===== src/hdl/itbd_pkg.sv =====
// Shared constants, command/status structs and digit encoding for the radix converter.
package itbd_pkg;

	localparam int VALUE_WIDTH = 32;
	localparam int QUOT_W      = VALUE_WIDTH - 1;
	localparam int STACK_DEPTH = QUOT_W;
	localparam int CNT_W       = $clog2(STACK_DEPTH + 1);
	localparam int PTR_W       = $clog2(STACK_DEPTH);
	localparam int STEP_W      = $clog2(QUOT_W);
	localparam int IN_TDATA_W  = ((VALUE_WIDTH + 7) / 8) * 8;
	localparam int RADIX_W     = 6;
	localparam int DIGIT_W     = 6;
	localparam int CHAR_W      = 7;
	localparam int OUT_TDATA_W = ((CHAR_W + 7) / 8) * 8;

	localparam logic [RADIX_W-1:0] RADIX_RESET = 6'd10;
	localparam logic [RADIX_W-1:0] MIN_RADIX   = 6'd2;
	localparam logic [RADIX_W-1:0] MAX_RADIX   = 6'd36;
	localparam logic [DIGIT_W-1:0] DEC_DIGITS  = 6'd10;
	localparam logic [CHAR_W-1:0]  CHAR_ZERO   = 7'd48;
	localparam logic [CHAR_W-1:0]  CHAR_A      = 7'd65;

	// controller -> datapath
	typedef struct packed {
		logic load;      // start a new conversion
		logic div_step;  // one restoring division bit
		logic rd;        // fetch the top of the digit stack
		logic out_load;  // move fetched digit into the output register
	} itbd_cmd_t;

	// datapath -> controller
	typedef struct packed {
		logic in_ok;     // value positive and radix usable
		logic div_done;  // last bit of last division this cycle
		logic out_free;  // output register can take a word
		logic pop_last;  // stack holds only one digit
	} itbd_sts_t;

	function automatic logic [CHAR_W-1:0] digit_to_ascii(input logic [DIGIT_W-1:0] d);
		logic [CHAR_W-1:0] c;
		if (d < DEC_DIGITS)
			c = CHAR_ZERO + CHAR_W'(d);
		else
			c = CHAR_A + CHAR_W'(d - DEC_DIGITS);
		return c;
	endfunction

endpackage


===== src/hdl/itbd_ctrl.sv =====
// Controller state machine: sequences division, digit stack readout and output.
module itbd_ctrl (
	input  logic                 clk,
	input  logic                 arst_n,
	input  logic                 in_valid,
	output logic                 in_ready,
	input  itbd_pkg::itbd_sts_t  sts,
	output itbd_pkg::itbd_cmd_t  cmd
);

	typedef enum logic [3:0] {
		ST_IDLE = 4'b0001,
		ST_DIV  = 4'b0010,
		ST_RD   = 4'b0100,
		ST_LD   = 4'b1000
	} state_t;

	state_t state_q, state_d;

	always_comb begin
		state_d      = state_q;
		cmd          = '0;
		in_ready     = 1'b0;
		case (state_q)
			ST_IDLE: begin
				in_ready = 1'b1;
				// words that give no digits are taken and dropped
				if (in_valid && sts.in_ok) begin
					cmd.load = 1'b1;
					state_d  = ST_DIV;
				end
			end
			ST_DIV: begin
				cmd.div_step = 1'b1;
				if (sts.div_done)
					state_d = ST_RD;
			end
			ST_RD: begin
				cmd.rd  = 1'b1;
				state_d = ST_LD;
			end
			ST_LD: begin
				if (sts.out_free) begin
					cmd.out_load = 1'b1;
					state_d      = sts.pop_last ? ST_IDLE : ST_RD;
				end
			end
			default: begin
				state_d = ST_IDLE;
			end
		endcase
	end

	always_ff @(posedge clk or negedge arst_n) begin
		if (!arst_n)
			state_q <= ST_IDLE;
		else
			state_q <= state_d;
	end

endmodule


===== src/hdl/itbd_dpath.sv =====
// Datapath: radix register, bit-serial divider, digit stack and output register.
module itbd_dpath (
	input  logic                                 clk,
	input  logic                                 arst_n,
	input  logic                                 cfg_we,
	input  logic [itbd_pkg::RADIX_W-1:0]         cfg_wdata,
	input  logic [itbd_pkg::VALUE_WIDTH-1:0]     in_value,
	input  itbd_pkg::itbd_cmd_t                  cmd,
	output itbd_pkg::itbd_sts_t                  sts,
	output logic                                 out_valid,
	input  logic                                 out_ready,
	output logic [itbd_pkg::CHAR_W-1:0]          out_char,
	output logic                                 out_last
);

	logic [itbd_pkg::RADIX_W-1:0]  radix_q;
	logic [itbd_pkg::QUOT_W-1:0]   quot_q, quot_d;
	logic [itbd_pkg::DIGIT_W-1:0]  rem_q;
	logic [itbd_pkg::DIGIT_W:0]    trial, diff;
	logic                          qbit;
	logic [itbd_pkg::DIGIT_W-1:0]  rem_d;
	logic [itbd_pkg::STEP_W-1:0]   step_q;
	logic                          step_last;
	logic [itbd_pkg::CNT_W-1:0]    cnt_q;
	logic [itbd_pkg::DIGIT_W-1:0]  stack_mem [itbd_pkg::STACK_DEPTH];
	logic [itbd_pkg::DIGIT_W-1:0]  rd_q;
	logic [itbd_pkg::PTR_W-1:0]    wr_ptr, rd_ptr;
	logic                          out_valid_q;
	logic [itbd_pkg::CHAR_W-1:0]   out_char_q;
	logic                          out_last_q;

	// radix register; the user must write it only while idle, the block does not enforce this
	always_ff @(posedge clk or negedge arst_n) begin
		if (!arst_n)
			radix_q <= itbd_pkg::RADIX_RESET;
		else if (cfg_we)
			radix_q <= cfg_wdata;
	end

	assign sts.in_ok = !in_value[itbd_pkg::VALUE_WIDTH-1]
		&& (in_value != '0)
		&& (radix_q >= itbd_pkg::MIN_RADIX)
		&& (radix_q <= itbd_pkg::MAX_RADIX);

	// restoring division, one quotient bit a cycle
	assign trial     = {rem_q, quot_q[itbd_pkg::QUOT_W-1]};
	assign diff      = trial - {1'b0, radix_q};
	assign qbit      = (trial >= {1'b0, radix_q});
	assign rem_d     = qbit ? diff[itbd_pkg::DIGIT_W-1:0] : trial[itbd_pkg::DIGIT_W-1:0];
	assign quot_d    = {quot_q[itbd_pkg::QUOT_W-2:0], qbit};
	assign step_last = (step_q == itbd_pkg::STEP_W'(itbd_pkg::QUOT_W - 1));

	assign sts.div_done = step_last && ((quot_d == '0)
		|| (cnt_q == itbd_pkg::CNT_W'(itbd_pkg::STACK_DEPTH - 1)));

	always_ff @(posedge clk or negedge arst_n) begin
		if (!arst_n) begin
			step_q <= '0;
			cnt_q  <= '0;
		end else if (cmd.load) begin
			step_q <= '0;
			cnt_q  <= '0;
		end else if (cmd.div_step) begin
			if (step_last) begin
				step_q <= '0;
				cnt_q  <= cnt_q + 1'b1;
			end else begin
				step_q <= step_q + 1'b1;
			end
		end else if (cmd.out_load) begin
			cnt_q <= cnt_q - 1'b1;
		end
	end

	always_ff @(posedge clk) begin
		if (cmd.load) begin
			quot_q <= in_value[itbd_pkg::QUOT_W-1:0];
			rem_q  <= '0;
		end else if (cmd.div_step) begin
			quot_q <= quot_d;
			rem_q  <= step_last ? '0 : rem_d;
		end
	end

	// digit stack: pushed least significant first, popped from the top
	assign wr_ptr = cnt_q[itbd_pkg::PTR_W-1:0];
	assign rd_ptr = wr_ptr - 1'b1;

	always_ff @(posedge clk) begin
		if (cmd.div_step && step_last)
			stack_mem[wr_ptr] <= rem_d;
		if (cmd.rd)
			rd_q <= stack_mem[rd_ptr];
	end

	assign sts.pop_last = (cnt_q == itbd_pkg::CNT_W'(1));

	// output register
	assign sts.out_free = !out_valid_q || out_ready;

	always_ff @(posedge clk or negedge arst_n) begin
		if (!arst_n)
			out_valid_q <= 1'b0;
		else if (cmd.out_load)
			out_valid_q <= 1'b1;
		else if (out_ready)
			out_valid_q <= 1'b0;
	end

	always_ff @(posedge clk) begin
		if (cmd.out_load) begin
			out_char_q <= itbd_pkg::digit_to_ascii(rd_q);
			out_last_q <= sts.pop_last;
		end
	end

	assign out_valid = out_valid_q;
	assign out_char  = out_char_q;
	assign out_last  = out_last_q;

`ifndef SYNTH
	a_no_overflow: assert property (@(posedge clk) disable iff (!arst_n)
		cmd.div_step && step_last |-> cnt_q < itbd_pkg::CNT_W'(itbd_pkg::STACK_DEPTH))
		else $error("digit stack overflow");
	a_rem_below_radix: assert property (@(posedge clk) disable iff (!arst_n)
		cmd.div_step |-> rem_q < radix_q)
		else $error("partial remainder not below radix");
	a_pop_nonempty: assert property (@(posedge clk) disable iff (!arst_n)
		cmd.rd |-> cnt_q != '0)
		else $error("read from empty digit stack");
	a_no_overwrite: assert property (@(posedge clk) disable iff (!arst_n)
		cmd.out_load |-> !out_valid_q || out_ready)
		else $error("output word overwritten before it was taken");
	a_last_empties: assert property (@(posedge clk) disable iff (!arst_n)
		cmd.out_load && sts.pop_last |=> cnt_q == '0)
		else $error("stack not empty after last digit");
`endif

endmodule


===== src/hdl/integer_to_base_digits_top.sv =====
// Signed integer to ASCII digit converter in a configurable radix, top level.
//
// Usage:
//   s_axis: one word per integer (two's complement in tdata). A word is taken at
//   tvalid & tready. Zero, negative values, or a radix outside 2..36 are taken
//   and give no output.
//   m_axis: one word per digit, most significant first, ASCII '0'-'9','A'-'Z' in
//   tdata[6:0]; tlast marks the least significant digit.
//   cfg_we/cfg_wdata write the radix (reset 10); write only while idle.
// Operation:
//   Each digit costs one pass of the bit-serial divider over all quotient bits.
//   All digits are divided out onto the stack first; each is then popped into
//   the output register through a read state and a load state. The next integer
//   is taken once the last digit has entered the output register.
// Reset clears the controller, the output register valid and sets the radix to 10.
// A stall on m_axis holds the output word and halts the readout; the
// divider finishes all digits before readout starts, so it never waits.
module integer_to_base_digits_top (
	input  logic                                 clk,
	input  logic                                 arst_n,
	input  logic                                 s_axis_tvalid,
	output logic                                 s_axis_tready,
	input  logic [itbd_pkg::IN_TDATA_W-1:0]      s_axis_tdata,   // [31:0] value
	output logic                                 m_axis_tvalid,
	input  logic                                 m_axis_tready,
	output logic [itbd_pkg::OUT_TDATA_W-1:0]     m_axis_tdata,   // [6:0] digit_char
	output logic                                 m_axis_tlast,
	input  logic                                 cfg_we,
	input  logic [itbd_pkg::RADIX_W-1:0]         cfg_wdata
);

	itbd_pkg::itbd_cmd_t          cmd;
	itbd_pkg::itbd_sts_t          sts;
	logic [itbd_pkg::CHAR_W-1:0]  out_char;

	itbd_ctrl u_ctrl (
		.clk      (clk),
		.arst_n   (arst_n),
		.in_valid (s_axis_tvalid),
		.in_ready (s_axis_tready),
		.sts      (sts),
		.cmd      (cmd)
	);

	itbd_dpath u_dpath (
		.clk       (clk),
		.arst_n    (arst_n),
		.cfg_we    (cfg_we),
		.cfg_wdata (cfg_wdata),
		.in_value  (s_axis_tdata[itbd_pkg::VALUE_WIDTH-1:0]),
		.cmd       (cmd),
		.sts       (sts),
		.out_valid (m_axis_tvalid),
		.out_ready (m_axis_tready),
		.out_char  (out_char),
		.out_last  (m_axis_tlast)
	);

	assign m_axis_tdata = itbd_pkg::OUT_TDATA_W'(out_char);

endmodule


===== config.mk =====
export PLATFORM = sky130hd
export DESIGN_NAME = integer_to_base_digits_top
export DESIGN_NICKNAME = d
export VERILOG_FILES = /design/src/hdl/itbd_pkg.sv /design/src/hdl/itbd_ctrl.sv /design/src/hdl/itbd_dpath.sv /design/src/hdl/integer_to_base_digits_top.sv
export SDC_FILE = /design/constraint.sdc
export NUM_CORES = 1
export LEC_CHECK = 0
export BUFFER_PORTS_ARGS = -buffer_cell sky130_fd_sc_hd__buf_4
export CAP_MARGIN = 30
export CORE_MARGIN = 10
export CORE_UTILIZATION = 54
export CTS_CLUSTER_DIAMETER = 120
export DETAILED_ROUTE_END_ITERATION = 10
export GPL_TIMING_DRIVEN = 0
export HOLD_SLACK_MARGIN = 0.06
export PLACE_DENSITY = 0.72
export SYNTH_ARGS = -nofsm -noshare
export SYNTH_HDL_FRONTEND = slang
export SYNTH_SLANG_ARGS = --single-unit

===== constraint.sdc =====
create_clock -name clk -period 5.7 [get_ports clk]
set_input_delay 0.285 -clock clk [delete_from_list [all_inputs] [get_ports clk]]
set_output_delay 0.285 -clock clk [all_outputs]
set_load 0.05 [all_outputs]

==> metrics.txt <==
total number of vias=between 6k and 7k; Reg clk slew, reported paths=60 ps; DR iter-0 viols=roughly 560; # DRC=0; Max Clk Rate=0.250 GHz; leak pwr=4.64 nW; crit path time final=4010 ps; share of layout cells above drive strength 1=23.2%; First-pass DRT Iterations=5; Synth Cell Area=11200 sq um; CP Max Fanout=10; post-synthesis register bit count=~260; initial antenna violation count=1; Filler cells=1437; Worst-Margin Slew=between 900 and 1000 ps; syn avg cell area=15.8 sq um; register area share after synthesis=67.8%; Seq pwr share=42.9%; core area=20300 sq um; Post-synth top flop=edfxtp_1; setup TNS=0 ps; net switching power=1.51 mW; RSZ-0062 raised after global routing=false; # setup viols final=0; Worst Setup End Kind=flip-flop; crit path DAT=~4300 ps; CTS tree=done; # IOs=54; clk sink count=about 260; Clock Skew=22.0 ps; die area=26900 sq um; die height=164 um; Setup crit start kind=flip-flop; die width=164 um; row cnt=52; Slew Limit Headroom=35.3%; number of synthesized flops with an enable pin=about 230; Fin. Hold Viols=0; Crit path required time=5950 ps; Inserted Clock Buffers=27; setup bufs post-CTS=0; CTS H-tree depth=1; GP Congestion=0.908; Hold Crit Class=primary input to flip-flop; Detail Placement HPWL=17000 um; syn nets=768; synth warn=0; CTS max path bufs=3; Initial Util=55.1%; GR Util All Layers=18.7%; final instance area=13100 sq um; maximum VDD drop=260 uV; DR WL/cell=22.7 um; pin count of the biggest net entering global routing=33; first-pass GRT wire length=39100 um; pwr dens=between 400 and 500 nW/um^2; status=finished clean; Via density=between 5 and 6; clk_lat worst skew=550 ps; Layout area overhead=17.2%; fraction of registers with async set or reset after synthesis=8.14%; I/O Buffers=52; Cell Area, Placed=12000 sq um; Max Cap Viol=0; Congestion Overflow GR=0; DRT antenna net count=0; Crit Path Category=flip-flop to flip-flop; Max Slew Vio Count=0; vias in the first global route=7021; sw frac=28.6%; cell count after synthesis=708; cell internal pwr=3.77 mW; Root Driver=clkbuf_16; Comb power frac=24.5%; final wirelength=25100 um; Clock power frac=approximately 33%; Final #Nets=876; period utilization=70.3%; Yosys cell types=just over 60
[cells in the final DEF (no fill, tap or decap), types with 16 or more instances in the layout]
cell / netlist / layout
mux2_2: 35 / 35
buf_4: 5 / 57
inv_1: 19 / 19
dlygate4sd3_1: 0 / 24
edfxtp_1: 231 / 231
dfrtp_1: 18 / 18
ha_1: 16 / 16
clkbuf_16: 0 / 28
nor2_1: 45 / 44
mux4_2: 29 / 29
a21oi_1: 38 / 38
nand2_1: 70 / 70
[state kept, by name (all words and copies together) (netlist names)]
name and flops:
u_dpath.stack_mem 186, u_dpath.rd_q 6, u_ctrl.state_q 4, u_dpath.radix_q 6
u_dpath.quot_q 31, u_dpath.out_char 7, u_dpath.cnt_q 5, u_dpath.rem_q 6
u_dpath.out_valid 1, u_dpath.out_last 1, u_dpath.step_q 5
[through the flow]
stage / hold slack [ps] / cells / worst slack [ps] / utilization (%) / total power, mW
2_1_floorplan: -10.6 / 708 / 2430 / - / 3.16
3_3_place_gp: 187 / 1030 / 966 / 58.7 / 3.51
3_5_place_dp: 195 / 1033 / 1710 / 59.1 / 3.58
4_1_cts: 61.4 / 1107 / 1710 / 64.6 / 5.30
5_1_grt: 63.0 / 1108 / 1520 / 64.6 / 5.47
6_report: 76.8 / 1108 / 1690 / 64.6 / 5.28
[worst paths after layout]
check                                               from                             end  slack [ps]  cells past startpoint
max reg2reg                 u_dpath.cnt_q[0]$_DFFE_PN0P_       u_dpath.rd_q[1]$_DFFE_PP_        1690                     11
min in group asynchronous                         arst_n   u_dpath.step_q[3]$_DFFE_PN0P_         160                      2
max in group asynchronous                         arst_n  u_dpath.radix_q[3]$_DFFE_PN1P_        5250                      2
min reg2reg                u_dpath.rem_q[5]$_SDFFE_PP0P_   u_dpath.rem_q[5]$_SDFFE_PP0P_         490                      1
min                                      s_axis_tdata[9]     u_dpath.quot_q[9]$_DFFE_PP_          80                      2
max                         u_dpath.cnt_q[0]$_DFFE_PN0P_       u_dpath.rd_q[1]$_DFFE_PP_        1690                     11
[power by group through the flow]
stage                     logic, mW  clock network (mW)  registers (mW)
after detailed placement       1.27                   0            2.31
after global routing           1.38                1.81            2.27
after floorplan               0.868                   0            2.29
after global placement         1.21                   0            2.31
after CTS                      1.29                1.74            2.27
final                          1.29                1.72            2.27
[layout make-up]
| type | count | area [sq um] | area share (%) |
|---|---|---|---|
| clock buffer | 35 | 737 | 5.62 |
| sequential | 258 | 7590 | 57.8 |
| antenna | 1 | 2.50 | 0.0191 |
| tap | 270 | 338 | 2.57 |
| timing repair buffer | 79 | 697 | 5.31 |
| inverter | 20 | 75.1 | 0.572 |
| buffer | 29 | 178 | 1.35 |
| clock inverter | 15 | 138 | 1.05 |
| multi-input combinational | 401 | 3370 | 25.7 |
[what timing repair did]
action | CTS | global route
endpoints found under the hold margin | 43 | 0
resized for setup | 0 | 0
hold buffers | 24 | 0
[metal layers]
metal / share of wire (%) / global-route usage [%] / up-vias
li1: - / - / 3004
met3: 6.1 / 3.28 / 44
met4: 2.9 / 6.54 / 0
met1: 40 / 23.4 / 3318
met2: 51 / 32.2 / 228
met5: 0 / 0 / -
[worst max-delay path: stages, from the launching register on]
cell and delay, ps:
dfrtp_1 400, buf_6 200, buf_2 340, buf_2 350
inv_1 140, ha_1 300, buf_4 180, clkbuf_1 570
mux4_2 460, nand2_1 100, a21oi_1 60, or4_1 580
[kinds of logic (layout without fill, tap and decap cells)]
| family | after synthesis | in the layout | share of synthesized area [%] |
|---|---|---|---|
| AO/OA/AOI/OAI | 96 | 96 | 5.34 |
| XOR/XNOR | 11 | 11 | 0.995 |
| adder cells (fa/ha/maj) | 17 | 17 | 1.97 |
| buffers and inverters | 49 | 178 | 2.26 |
| flip-flops | 258 | 258 | 67.8 |
| multiplexers | 85 | 85 | 13.1 |
| other | 1 | 2 | 0.0335 |
| AND/OR/NAND/NOR | 191 | 191 | 8.51 |
[cell usage after synthesis, drive strengths merged, types with 7 or more instances]
cell type | number | share of area [%]
a21oi | 38 | 1.7
a31oi | 8 | 0.45
buf | 22 | 1.4
clkbuf | 7 | 0.23
dfrtp | 18 | 4.0
edfxtp | 231 | 62
ha | 16 | 1.8
inv | 20 | 0.67
mux2 | 35 | 3.5
mux2i | 8 | 0.72
mux4 | 42 | 8.9
nand2 | 70 | 2.3
nand3 | 13 | 0.58
nand4 | 8 | 0.45
nor2 | 45 | 1.5
nor4 | 15 | 0.84
o211ai | 9 | 0.60
o21ai | 15 | 0.67
xnor2 | 9 | 0.84
Power figures use the tool's default switching activity.
